**src/sv/tfp_pkg.sv**
```systemverilog
// Shared constants for the tile file name parser: character codes, extension table,
// file type codes and configuration register indexes.
// No dependencies.
package tfp_pkg;

	localparam int COORD_BITS_DEF = 32;

	// Configuration port
	localparam int CFG_INDEX_BITS = 8;
	localparam int CFG_DATA_BITS = 8;
	localparam logic [CFG_INDEX_BITS-1:0] REG_MIN_DIGITS = 8'd0;
	localparam logic [CFG_INDEX_BITS-1:0] REG_SKIP_CHARS = 8'd1;
	localparam logic [3:0] MIN_DIGITS_RESET = 4'd1;
	localparam logic [7:0] SKIP_CHARS_RESET = 8'd0;
	localparam logic [3:0] MIN_DIGITS_LO = 4'd1;
	localparam logic [3:0] MIN_DIGITS_HI = 4'd10;

	// Character codes
	localparam logic [7:0] CHAR_NUL = 8'h00;
	localparam logic [7:0] CHAR_MINUS = 8'h2d;
	localparam logic [7:0] CHAR_DOT = 8'h2e;
	localparam logic [7:0] CHAR_ZERO = 8'h30;
	localparam logic [7:0] CHAR_NINE = 8'h39;

	// Lod range
	localparam logic [7:0] LOD_MAX = 8'd255;

	// Extensions, in file type order
	localparam int EXT_COUNT = 3;
	localparam logic [2:0] EXT_POS_MAX = 3'd4;
	localparam logic [2:0] EXT_ALL = 3'b111;
	localparam logic [7:0] EXT_TEXT [EXT_COUNT][4] = '{
		'{8'h6d, 8'h65, 8'h74, 8'h61},  // meta
		'{8'h62, 8'h69, 8'h6e, 8'h00},  // bin
		'{8'h6a, 8'h70, 8'h67, 8'h00}   // jpg
	};
	localparam logic [2:0] EXT_LEN [EXT_COUNT] = '{3'd4, 3'd3, 3'd3};

	typedef enum logic [1:0] {
		FT_META = 2'd0,
		FT_BIN  = 2'd1,
		FT_JPG  = 2'd2
	} file_type_t;

endpackage

```
**src/sv/tile_filename_parser_top.sv**
```systemverilog
// Tile file name parser, top level: input stage, per-name parse state, result register.
// Depends on tfp_pkg (constants, extension table, file type codes).
// Characters are checked one per cycle, unless the input stalls, against the pattern lod-x-y.ext.

// The block takes one character beat per clock cycle while the input does not stall, with
// no gaps between names. A character is held in the input stage, where a single pass of
// logic (a multiply-by-ten accumulate done as shift-add, a bound compare, and the
// separator and extension checks) updates the parse state. Each beat flagged last_char
// produces exactly one result beat, loaded into the result register as the beat leaves the
// input stage; other characters produce nothing. The result register parts the two sides,
// so a new character is taken while a finished result waits; only a second last_char
// finding the result register still full stalls the input. Numbers may carry one leading
// minus, need min_digits digits (one fewer after a minus, never fewer than one), take a
// leading zero only at exactly that width and reject minus zero. lod must lie in 0..255,
// x and y in the signed COORD_BITS range. The extension must be meta, bin or jpg; a zero
// byte ends the name and later characters are ignored up to last_char. On failure all
// result fields read zero. Write min_digits (index 0) and skip_chars (index 1) only while
// no name is in flight; the config port is always ready.
module tile_filename_parser_top #(
	parameter int COORD_BITS = tfp_pkg::COORD_BITS_DEF
) (
	input  logic                              clk,
	input  logic                              arst_n,
	// configuration write channel
	input  logic                              cfg_valid,
	output logic                              cfg_ready,
	input  logic [tfp_pkg::CFG_INDEX_BITS-1:0] cfg_index,
	input  logic [tfp_pkg::CFG_DATA_BITS-1:0]  cfg_data,
	// character channel
	input  logic                              in_valid,
	output logic                              in_ready,
	input  logic [7:0]                        char_code,
	input  logic                              last_char,
	// result channel
	output logic                              out_valid,
	input  logic                              out_ready,
	output logic                              parse_ok,
	output logic [7:0]                        tile_lod,
	output logic signed [COORD_BITS-1:0]      tile_x,
	output logic signed [COORD_BITS-1:0]      tile_y,
	output logic [1:0]                        file_type
);

	// Magnitude register holds up to 2^(COORD_BITS-1); the product needs four more bits.
	localparam int AW = COORD_BITS + 1;
	localparam int PW = AW + 4;
	localparam logic [AW-1:0] LIM_NEG = AW'(1) << (COORD_BITS - 1);
	localparam logic [AW-1:0] LIM_POS = (AW'(1) << (COORD_BITS - 1)) - AW'(1);
	localparam logic [AW-1:0] LIM_LOD = AW'(tfp_pkg::LOD_MAX);

	typedef enum logic [1:0] {
		PH_LOD,
		PH_X,
		PH_Y,
		PH_EXT
	} phase_t;

	// True when a live candidate has exactly the length consumed so far.
	function automatic logic ext_hit(input logic [2:0] cand, input logic [2:0] pos);
		logic hit;
		hit = 1'b0;
		for (int k = 0; k < tfp_pkg::EXT_COUNT; k++) begin
			if (cand[k] && (tfp_pkg::EXT_LEN[k] == pos)) begin
				hit = 1'b1;
			end
		end
		return hit;
	endfunction

	// Configuration registers
	logic [3:0] min_digits_q;
	logic [7:0] skip_chars_q;

	// Input stage
	logic       valid_s1;
	logic [7:0] char_s1;
	logic       last_s1;
	logic       advance;

	// Per-name parse state
	phase_t          phase_q, n_phase;
	logic            neg_q, n_neg;
	logic            lz_q, n_lz;
	logic [3:0]      dc_q, n_dc;
	logic [AW-1:0]   acc_q, n_acc;
	logic [7:0]      lod_q, n_lod;
	logic [COORD_BITS-1:0] col_q, n_col;
	logic [COORD_BITS-1:0] row_q, n_row;
	logic [2:0]      epos_q, n_epos;
	logic [2:0]      ecand_q, n_ecand;
	logic            failed_q, n_failed;
	logic            ended_q, n_ended;
	logic [7:0]      skip_q, n_skip;

	// Result register
	logic                  out_valid_q;
	logic                  ok_q;
	logic [7:0]            lod_out_q;
	logic [COORD_BITS-1:0] x_out_q;
	logic [COORD_BITS-1:0] y_out_q;
	logic [1:0]            type_out_q;

	// Step logic
	logic [3:0]      m_clamp;
	logic [3:0]      eff_min;
	logic            is_digit;
	logic [7:0]      digit_diff;
	logic [3:0]      digit;
	logic [3:0]      dc_inc;
	logic            lz_new;
	logic [AW-1:0]   lim;
	logic [PW-1:0]   prod;
	logic [7:0]      sep_char;
	logic [AW-1:0]   signed_val;
	logic [2:0]      ext_keep;
	logic            end_bad_now;
	logic            end_bad_fin;
	logic            fin_fail;
	logic [1:0]      fin_type;

	assign cfg_ready = 1'b1;

	// Take a new beat when the stage is empty or drains this cycle.
	assign advance  = valid_s1 && (!last_s1 || !out_valid_q || out_ready);
	assign in_ready = !valid_s1 || advance;

	always_ff @(posedge clk or negedge arst_n) begin
		if (!arst_n) begin
			min_digits_q <= tfp_pkg::MIN_DIGITS_RESET;
			skip_chars_q <= tfp_pkg::SKIP_CHARS_RESET;
		end else if (cfg_valid && cfg_ready) begin
			if (cfg_index == tfp_pkg::REG_MIN_DIGITS) begin
				min_digits_q <= cfg_data[3:0];
			end else if (cfg_index == tfp_pkg::REG_SKIP_CHARS) begin
				skip_chars_q <= cfg_data[7:0];
			end
		end
	end

	// Input stage: hold the beat until the parse logic consumes it.
	always_ff @(posedge clk or negedge arst_n) begin
		if (!arst_n) begin
			valid_s1 <= 1'b0;
		end else if (in_ready) begin
			valid_s1 <= in_valid;
		end
	end

	always_ff @(posedge clk) begin
		if (in_valid && in_ready) begin
			char_s1 <= char_code;
			last_s1 <= last_char;
		end
	end

	// Field-level helpers
	always_comb begin
		if (min_digits_q < tfp_pkg::MIN_DIGITS_LO) begin
			m_clamp = tfp_pkg::MIN_DIGITS_LO;
		end else if (min_digits_q > tfp_pkg::MIN_DIGITS_HI) begin
			m_clamp = tfp_pkg::MIN_DIGITS_HI;
		end else begin
			m_clamp = min_digits_q;
		end
		// A minus sign counts toward the width, down to one digit.
		if (neg_q && (m_clamp > tfp_pkg::MIN_DIGITS_LO)) begin
			eff_min = m_clamp - 4'd1;
		end else begin
			eff_min = m_clamp;
		end
	end

	assign is_digit   = (char_s1 >= tfp_pkg::CHAR_ZERO) && (char_s1 <= tfp_pkg::CHAR_NINE);
	assign digit_diff = char_s1 - tfp_pkg::CHAR_ZERO;
	assign digit      = digit_diff[3:0];
	assign dc_inc     = (dc_q == 4'hf) ? dc_q : dc_q + 4'd1;
	assign lz_new     = (dc_q == 4'd0) ? (digit == 4'd0) : lz_q;
	assign sep_char   = (phase_q == PH_Y) ? tfp_pkg::CHAR_DOT : tfp_pkg::CHAR_MINUS;
	assign signed_val = neg_q ? (AW'(0) - acc_q) : acc_q;

	always_comb begin
		if (phase_q == PH_LOD) begin
			lim = neg_q ? AW'(0) : LIM_LOD;
		end else begin
			lim = neg_q ? LIM_NEG : LIM_POS;
		end
	end

	// acc*10 + digit as shift-add; exceeding the bound is the overflow test.
	assign prod = {1'b0, acc_q, 3'b000} + {3'b000, acc_q, 1'b0} + {(PW - 4)'(0), digit};

	always_comb begin
		for (int k = 0; k < tfp_pkg::EXT_COUNT; k++) begin
			ext_keep[k] = (epos_q < tfp_pkg::EXT_LEN[k]) &&
				(tfp_pkg::EXT_TEXT[k][epos_q[1:0]] == char_s1);
		end
	end

	assign end_bad_now = (phase_q != PH_EXT) || !ext_hit(ecand_q, epos_q);

	// One character step
	always_comb begin
		n_phase  = phase_q;
		n_neg    = neg_q;
		n_lz     = lz_q;
		n_dc     = dc_q;
		n_acc    = acc_q;
		n_lod    = lod_q;
		n_col    = col_q;
		n_row    = row_q;
		n_epos   = epos_q;
		n_ecand  = ecand_q;
		n_failed = failed_q;
		n_ended  = ended_q;
		n_skip   = skip_q;
		if (skip_q < skip_chars_q) begin
			// Still inside the skipped prefix; a name ending here fails.
			n_skip = skip_q + 8'd1;
			if (last_s1) begin
				n_failed = 1'b1;
			end
		end else if (!ended_q && !failed_q) begin
			if (char_s1 == tfp_pkg::CHAR_NUL) begin
				n_ended = 1'b1;
				if (end_bad_now) begin
					n_failed = 1'b1;
				end
			end else if (phase_q != PH_EXT) begin
				if (is_digit) begin
					n_lz = lz_new;
					n_dc = dc_inc;
					if (lz_new && (dc_inc > eff_min)) begin
						n_failed = 1'b1;
					end else if (prod > {4'b0000, lim}) begin
						n_failed = 1'b1;
					end else begin
						n_acc = prod[AW-1:0];
					end
				end else if ((char_s1 == tfp_pkg::CHAR_MINUS) && (dc_q == 4'd0) && !neg_q) begin
					n_neg = 1'b1;
				end else if ((dc_q < eff_min) || (neg_q && (acc_q == AW'(0))) ||
						(char_s1 != sep_char)) begin
					n_failed = 1'b1;
				end else begin
					// Separator: store the field and open the next one.
					case (phase_q)
						PH_LOD: begin
							n_lod   = signed_val[7:0];
							n_phase = PH_X;
						end
						PH_X: begin
							n_col   = signed_val[COORD_BITS-1:0];
							n_phase = PH_Y;
						end
						default: begin
							n_row   = signed_val[COORD_BITS-1:0];
							n_phase = PH_EXT;
							n_epos  = 3'd0;
							n_ecand = tfp_pkg::EXT_ALL;
						end
					endcase
					n_neg = 1'b0;
					n_lz  = 1'b0;
					n_dc  = 4'd0;
					n_acc = AW'(0);
				end
			end else begin
				if (epos_q >= tfp_pkg::EXT_POS_MAX) begin
					n_failed = 1'b1;
				end else begin
					n_ecand = ecand_q & ext_keep;
					n_epos  = epos_q + 3'd1;
					if ((ecand_q & ext_keep) == 3'b000) begin
						n_failed = 1'b1;
					end
				end
			end
		end
	end

	// End of name on last_char when no zero byte came first.
	assign end_bad_fin = (n_phase != PH_EXT) || !ext_hit(n_ecand, n_epos);
	assign fin_fail    = n_failed || (!n_ended && end_bad_fin);

	always_comb begin
		fin_type = tfp_pkg::FT_META;
		for (int k = tfp_pkg::EXT_COUNT - 1; k >= 0; k--) begin
			if (n_ecand[k] && (tfp_pkg::EXT_LEN[k] == n_epos)) begin
				fin_type = 2'(k);
			end
		end
	end

	// Parse state: advance on each consumed beat, drop back to idle after last_char.
	always_ff @(posedge clk or negedge arst_n) begin
		if (!arst_n) begin
			phase_q  <= PH_LOD;
			neg_q    <= 1'b0;
			lz_q     <= 1'b0;
			dc_q     <= 4'd0;
			acc_q    <= AW'(0);
			lod_q    <= 8'd0;
			col_q    <= '0;
			row_q    <= '0;
			epos_q   <= 3'd0;
			ecand_q  <= tfp_pkg::EXT_ALL;
			failed_q <= 1'b0;
			ended_q  <= 1'b0;
			skip_q   <= 8'd0;
		end else if (advance) begin
			if (last_s1) begin
				phase_q  <= PH_LOD;
				neg_q    <= 1'b0;
				lz_q     <= 1'b0;
				dc_q     <= 4'd0;
				acc_q    <= AW'(0);
				lod_q    <= 8'd0;
				col_q    <= '0;
				row_q    <= '0;
				epos_q   <= 3'd0;
				ecand_q  <= tfp_pkg::EXT_ALL;
				failed_q <= 1'b0;
				ended_q  <= 1'b0;
				skip_q   <= 8'd0;
			end else begin
				phase_q  <= n_phase;
				neg_q    <= n_neg;
				lz_q     <= n_lz;
				dc_q     <= n_dc;
				acc_q    <= n_acc;
				lod_q    <= n_lod;
				col_q    <= n_col;
				row_q    <= n_row;
				epos_q   <= n_epos;
				ecand_q  <= n_ecand;
				failed_q <= n_failed;
				ended_q  <= n_ended;
				skip_q   <= n_skip;
			end
		end
	end

	// Result register: load on last_char, hold until the beat is taken.
	always_ff @(posedge clk or negedge arst_n) begin
		if (!arst_n) begin
			out_valid_q <= 1'b0;
		end else if (advance && last_s1) begin
			out_valid_q <= 1'b1;
		end else if (out_ready) begin
			out_valid_q <= 1'b0;
		end
	end

	always_ff @(posedge clk) begin
		if (advance && last_s1) begin
			ok_q       <= !fin_fail;
			lod_out_q  <= fin_fail ? 8'd0 : n_lod;
			x_out_q    <= fin_fail ? '0 : n_col;
			y_out_q    <= fin_fail ? '0 : n_row;
			type_out_q <= fin_fail ? tfp_pkg::FT_META : fin_type;
		end
	end

	assign out_valid = out_valid_q;
	assign parse_ok  = ok_q;
	assign tile_lod  = lod_out_q;
	assign tile_x    = x_out_q;
	assign tile_y    = y_out_q;
	assign file_type = type_out_q;

`ifndef SYNTHESIS
	// A failed name reports all fields as zero.
	a_fail_zero: assert property (@(posedge clk) disable iff (!arst_n)
		out_valid && !parse_ok |-> (tile_lod == 8'd0) && (tile_x == '0) && (tile_y == '0) &&
			(file_type == tfp_pkg::FT_META))
		else $error("failed result carries nonzero fields");

	// Extension tracking stays at its idle value outside the extension phase.
	a_ext_idle: assert property (@(posedge clk) disable iff (!arst_n)
		phase_q != PH_EXT |-> (ecand_q == tfp_pkg::EXT_ALL) && (epos_q == 3'd0))
		else $error("extension state moved outside extension phase");

	// No digits taken means an empty accumulator and no leading zero.
	a_field_empty: assert property (@(posedge clk) disable iff (!arst_n)
		dc_q == 4'd0 |-> (acc_q == AW'(0)) && !lz_q)
		else $error("field state without digits");

	// A beat that cannot advance stays in the input stage untouched.
	a_stage_hold: assert property (@(posedge clk) disable iff (!arst_n)
		valid_s1 && !advance |=> valid_s1 && $stable(char_s1) && $stable(last_s1))
		else $error("input stage lost a stalled beat");

	// A finished name always lands in the result register.
	a_result_load: assert property (@(posedge clk) disable iff (!arst_n)
		advance && last_s1 |=> out_valid)
		else $error("last character produced no result");
`endif

endmodule
```
**config.mk**
```make
export PLATFORM = sky130hd
export DESIGN_NAME = tile_filename_parser_top
export DESIGN_NICKNAME = d
export VERILOG_FILES = /design/src/sv/tfp_pkg.sv /design/src/sv/tile_filename_parser_top.sv
export SDC_FILE = /design/constraint.sdc
export NUM_CORES = 1
export LEC_CHECK = 0
export ABC_AREA = 1
export BUFFER_PORTS_ARGS = -buffer_cell sky130_fd_sc_hd__buf_2
export CORE_ASPECT_RATIO = 1.75
export CORE_UTILIZATION = 35
export CTS_CLUSTER_SIZE = 12
export DETAILED_ROUTE_END_ITERATION = 6
export GPL_ROUTABILITY_DRIVEN = 0
export GPL_TIMING_DRIVEN = 0
export HOLD_SLACK_MARGIN = 0.06
export PLACE_DENSITY = 0.5
export SLEW_MARGIN = 25
export SYNTH_ARGS = -nofsm -noshare
export SYNTH_HDL_FRONTEND = slang
export SYNTH_SLANG_ARGS = --single-unit
```
**constraint.sdc**
```tcl
create_clock -name clk -period 7.3 [get_ports clk]
set_input_delay 1.46 -clock clk [delete_from_list [all_inputs] [get_ports clk]]
set_output_delay 1.46 -clock clk [all_outputs]
set_load 0.05 [all_outputs]
```
**Word-level counts from Yosys, hierarchy flattened**

Cells that the tools add are included.

- Bits in latches: 0
- Memories kept: 0
- Register bits after elaboration: 227
- Logic and storage cells: 268
- Memory bits (writable): 0
- Memory bits (read-only): 0

- Multiply operators: 0
- Bitwise logic cells: 3
- Eq/ne operators: 23
- $lt $le $gt $ge: 13
- Reduce and logical (&&, ||, !) cells: 58
- Shifts and indexed selects: 0
- Muxes and demuxes: 138
- Div/mod/pow operators: 0
- $add $sub $neg: 8

Operators with widths:

| operator | count |
|---|---|
| $mux W32 | 21 |
| $mux W33 | 10 |
| $mux W8 | 18 |
| $mux W3 | 20 |
| $bmux W8 S2 | 3 |
| $mux W4 | 12 |
| $mux W1 | 43 |
| $add A36 B34 Y37 | 1 |
| $add A37 B4 Y37 | 1 |
| $gt A37 B33 Y1 | 1 |
| $logic_not A33 Y1 | 1 |
| $sub A1 B32 Y32 const A | 1 |
| $eq A8 B8 Y1 | 3 |
| $logic_and A1 B1 Y1 | 20 |
| $mux W2 | 10 |
| $logic_not A8 Y1 | 2 |
| $ne A3 B3 Y1 const B | 5 |
| $reduce_and A7 Y1 | 2 |
| $logic_not A1 Y1 | 10 |
| $ne A2 B2 Y1 const B | 5 |
| $reduce_and A9 Y1 | 1 |
| $add A8 B1 Y8 const B | 1 |
| $eq A8 B1 Y1 const B | 1 |
| $eq A8 B6 Y1 const B | 1 |
| other kinds (33) | 50 |

**Longest topological paths before layout**

- Depth in word-level cells: 26
- Mapped depth: 36

**Worst setup path after synthesis**

OpenSTA, ideal clock, no wires.

- Path type: register -> register
- Start point: register char_s1[3]
- End point: register y_out_q[15] (netlist: tile_y[15]) (data pin)
- Data required time: 7161 ps
- Period minus slack after synthesis: 4705 ps
- Stages on the path, launching flop included: 29
- Arrival: 4567 ps
- Path buffers: 1
- Setup slack: 2595 ps
- Cell sequence: edfxtp_1 > inv_1 > fa_1 > inv_1 > ha_1 > nand3_1 > nand3_1 > nand3_1 > nand2_1 > nand2_1 > nand2_1 > a21o_1 > a21boi_0 > xor2_1 > inv_1 > ha_1 > nand2_1 > nor4_1 > or3b_2 > a21oi_1 > nand2_1 > nand2_1 > nand2_1 > nand2_1 > nand2_1 > a21oi_2 > nand2_4 > buf_2 > nor2_1

- Word-level cells in the longest chain between the ends: 18
- Elaborated cells on any way between the ends: 80

Ends and longest elaborated chain:

| item | RTL line | source |
|---|---|---|
| start, declared | tile_filename_parser_top.sv:76 | `logic [7:0] char_s1;` |
| start signal, assigned | tile_filename_parser_top.sv:151 | `char_s1 <= char_code;` |
| parallel branches: the longest is 18 deep, another holds $add A37 B4 Y37 | n/a |  |
| end signal, assigned | tile_filename_parser_top.sv:359 | `y_out_q <= fin_fail ? '0 : n_row;` |
| end, declared | tile_filename_parser_top.sv:100 | `logic [COORD_BITS-1:0] y_out_q;` |

Parallel ways; which one is timed is not known.
A chain may end at the register's enable or synchronous reset.

**Final worst setup path**

- Start point: register char_s1[3]
- End point: register y_out_q[28] (netlist: tile_y[28]) (data pin)

The elaborated chain is that of the path after synthesis.

==> results.txt <==
Seq cells post-synth -> 227
Sequential area share after synthesis -> 41.9%
Min Tclk post-route -> 6700 ps
Vias in the first global route -> 12800
Initial Util -> 35.6%
VDD IR-drop max -> 0.137 mV
DRT iter0 DRCs -> 683
Post-synth cell types -> 56
GR Util All Layers -> 20.9%
Path type of the worst setup path -> reg2reg
First-pass GRT wire length -> 68.3 mm
Max-cap violations -> 0
Total Die Area -> 42500 um2
Layout Nets -> 2127
Tot Pwr -> 0.00280 W
# placed instances -> 2502
DP Worst Slack -> 619 ps
R2r worst-path depth -> 26
CP endpoint kind -> flop
Average size of a mapped cell -> 7.90 um2
Share of layout cells above drive strength 1 -> 9.63%
RR Endpoint -> tile_y[28]
Ys async rst share -> 63.0%
CORE AREA -> 41000 um2
EDFF count, synth -> 84
Cts hold-fix bufs -> 0
Pin count of the biggest net entering global routing -> 89
Antenna viol nets, final -> 0
Final Non-Filler Cells -> 2543
Layout Skew -> 20.7 ps
Initial DRT Pass Iterations -> 5
Max_slew headroom -> 34.4%
Clk slew on worst S/H paths -> 60 ps
TritonCTS clock tree -> yes
Diodes inserted -> 0
CTS buffer count -> 23
Initial antenna violation count -> 0
Synthesis Warnings -> 0
Cell Area, Synth -> 14600 um2
Gr ovfl total -> 0
Reg2reg start -> char_s1[3]
Post-CTS Setup Inserts -> 0
WL final -> 43.4 mm
Die width -> 156 um
Setup Viol. Count Final -> 0
CTS root buf -> clkbuf_16
Synthesized Nets -> 1994
Drt wl/cell -> 17.1 um
Max Fclk -> 0.149 GHz
Area after DPL -> 15900 um2
Syn Inst Count -> 1844
Fin. Hold Viols -> 0
H-tree levels -> 1
Critical path startpoint -> char_s1[3]
Worst slew pin tran -> 982 ps
Final Cycle Share -> 91.8%
Routed vias -> 12700
Fin worst setup slack -> 602 ps
Sink Count -> 227
IO buf count -> 106
Critical Path Sink -> tile_y[28]
Worst setup SP type -> flop
Vias/cell -> 4.99
Outcome -> complete, no violations
CP max FO -> 10
Clk_lat worst skew -> 530 ps
Filler cell count in the final layout -> 4244
Pwr dens -> 169 nW/um2
Leakage -> 8.20 nW
PostCTS Resize Cnt -> 0
FP Rows -> 98
CP required -> 7640 ps
Worst Path Arrival -> 7040 ps
DRC Markers -> 0
Post-DP HPWL -> 35.2 mm
Area growth from synthesis to layout -> 13.7%
TNS Setup -> 0 ps
RSZ-0062 raised after global routing -> false
Design area -> 16600 um2
Die height -> 272 um
Clock tree buffer depth -> 3
Setup slack, reg-to-reg -> 600 ps
Fin. max-slew vios -> 0
Top FF cell, synth -> dfrtp_1
I/O pin total -> 108
Worst min-delay path class -> reg2reg
==> cells in the final DEF (no fill, tap or decap), drive strengths merged, types with 2 or more instances in the layout <==
| cell type | netlist | layout |
|---|---|---|
| nand2 | 460 | 460 |
| inv | 235 | 236 |
| nor2 | 203 | 203 |
| o21ai | 163 | 163 |
| dfrtp | 139 | 139 |
| buf | 16 | 124 |
| ha | 118 | 118 |
| edfxtp | 84 | 84 |
| nand3 | 78 | 78 |
| clkbuf | 38 | 76 |
| a21oi | 71 | 71 |
| o22ai | 54 | 54 |
| xor2 | 41 | 41 |
| nor3 | 23 | 23 |
| xnor2 | 22 | 22 |
| o31ai | 18 | 18 |
| nand4 | 15 | 15 |
| o21bai | 12 | 12 |
| nor4 | 8 | 8 |
| a31oi | 6 | 6 |
| mux2i | 6 | 6 |
| nand3b | 5 | 5 |
| a21o | 4 | 4 |
| dfstp | 4 | 4 |
| or2 | 3 | 3 |
| and2 | 2 | 2 |
| a211oi | 2 | 2 |
| fa | 2 | 2 |
| a21boi | 2 | 2 |
| clkinv | 1 | 2 |
==> area by class of cell <==
class | instances | area (um2) | area share (%)
inverters | 236 | 888 | 5.36
repair buffers | 108 | 596 | 3.59
clock inverters | 3 | 43.8 | 0.264
well taps | 550 | 688 | 4.15
plain buffers | 54 | 228 | 1.37
clock buffers | 38 | 662 | 3.99
flip-flops and latches | 227 | 6110 | 36.8
multi-input cells | 1327 | 7360 | 44.4
==> worst min path at each step <==
stage / startpoint / endpoint / slack, ps / depth (start not counted)
after floorplan: skip_q[7] / skip_q[7] / 440 / 1
after global placement: skip_q[7] / skip_q[7] / 460 / 1
after detailed placement: row_q[28] / row_q[28] / 470 / 2
after CTS: row_q[28] / row_q[28] / 490 / 2
after global routing: row_q[23] / row_q[23] / 510 / 2
final: skip_q[7] / skip_q[7] / 480 / 1
==> sequential cells by signal (all words and copies together) (netlist names), 2 cells and up <==
name and cells:
acc_q 33, col_q 32, row_q 32, tile_x 32
tile_y 32, char_s1 8, lod_q 8, skip_chars_q 8
skip_q 8, tile_lod 8, dc_q 4, min_digits_q 4
ecand_q 3, epos_q 3, file_type 2, phase_q 2
==> power by group <==
group | switching, W | internal [W] | leakage, nW
logic | 0.000213 | 0.0000632 | 5.09
registers | 0.0000192 | 0.00136 | 2.77
clock network | 0.000496 | 0.000652 | 0.342
==> cells by family (layout without fill, tap and decap cells) <==
family,Yosys count,count (layout),synth area share [%]
compound gates,335,335,12.8
xor+xnor,63,63,3.79
fa+ha+maj,120,120,10.4
buf+inv,290,439,7.64
flops,227,227,41.9
mux,7,7,0.489
other cells,1,1,0.0257
simple gates,801,801,22.9
==> synthesized netlist by cell type (all sizes together), types with 15 or more instances <==
library cell	n	area, um2
nand3	78	408
xor2	41	359
nor2	203	791
nor3	23	126
dfrtp	139	3480
clkbuf	38	143
xnor2	22	193
inv	235	882
nand4	15	93.8
a21oi	71	359
ha	118	1480
o31ai	18	140
nand2	460	1750
edfxtp	84	2520
o22ai	54	338
o21ai	163	820
buf	16	85.1
==> per-layer routing <==
| layer | GRT usage (%) | up-vias | share of wire, % |
|---|---|---|---|
| met4 | 10.6 | 0 | 5.0 |
| li1 | - | 6372 | - |
| met3 | 1.48 | 94 | 2.3 |
| met5 | 0 | - | 0 |
| met2 | 41.1 | 248 | 55 |
| met1 | 21.6 | 5973 | 38 |
==> stage by stage <==
| step | hold slack [ps] | utilization, % |
|---|---|---|
| after floorplan | 438 | - |
| after global placement | 462 | 38.6 |
| after detailed placement | 473 | 38.7 |
| after CTS | 487 | 40.5 |
| after global routing | 508 | 40.5 |
| final | 484 | 40.5 |
==> critical path: stages (launching register included) <==
cell	delay, ps
edfxtp_1	480
inv_1	160
fa_1	650
inv_1	60
ha_1	300
nand4_1	210
o21bai_1	310
nand2_1	130
o31ai_1	620
nand2_1	100
nand3_1	120
xor2_1	230
inv_1	70
ha_1	270
nand2_1	70
nor4_2	650
or3b_2	510
a21oi_1	170
nand2_1	200
nand2_1	110
nand2_1	50
nand2_1	70
nand2_1	60
a21oi_2	230
nand2_4	160
buf_2	240
nor2_1	250
Note: power is estimated with default switching activity, not from simulation.
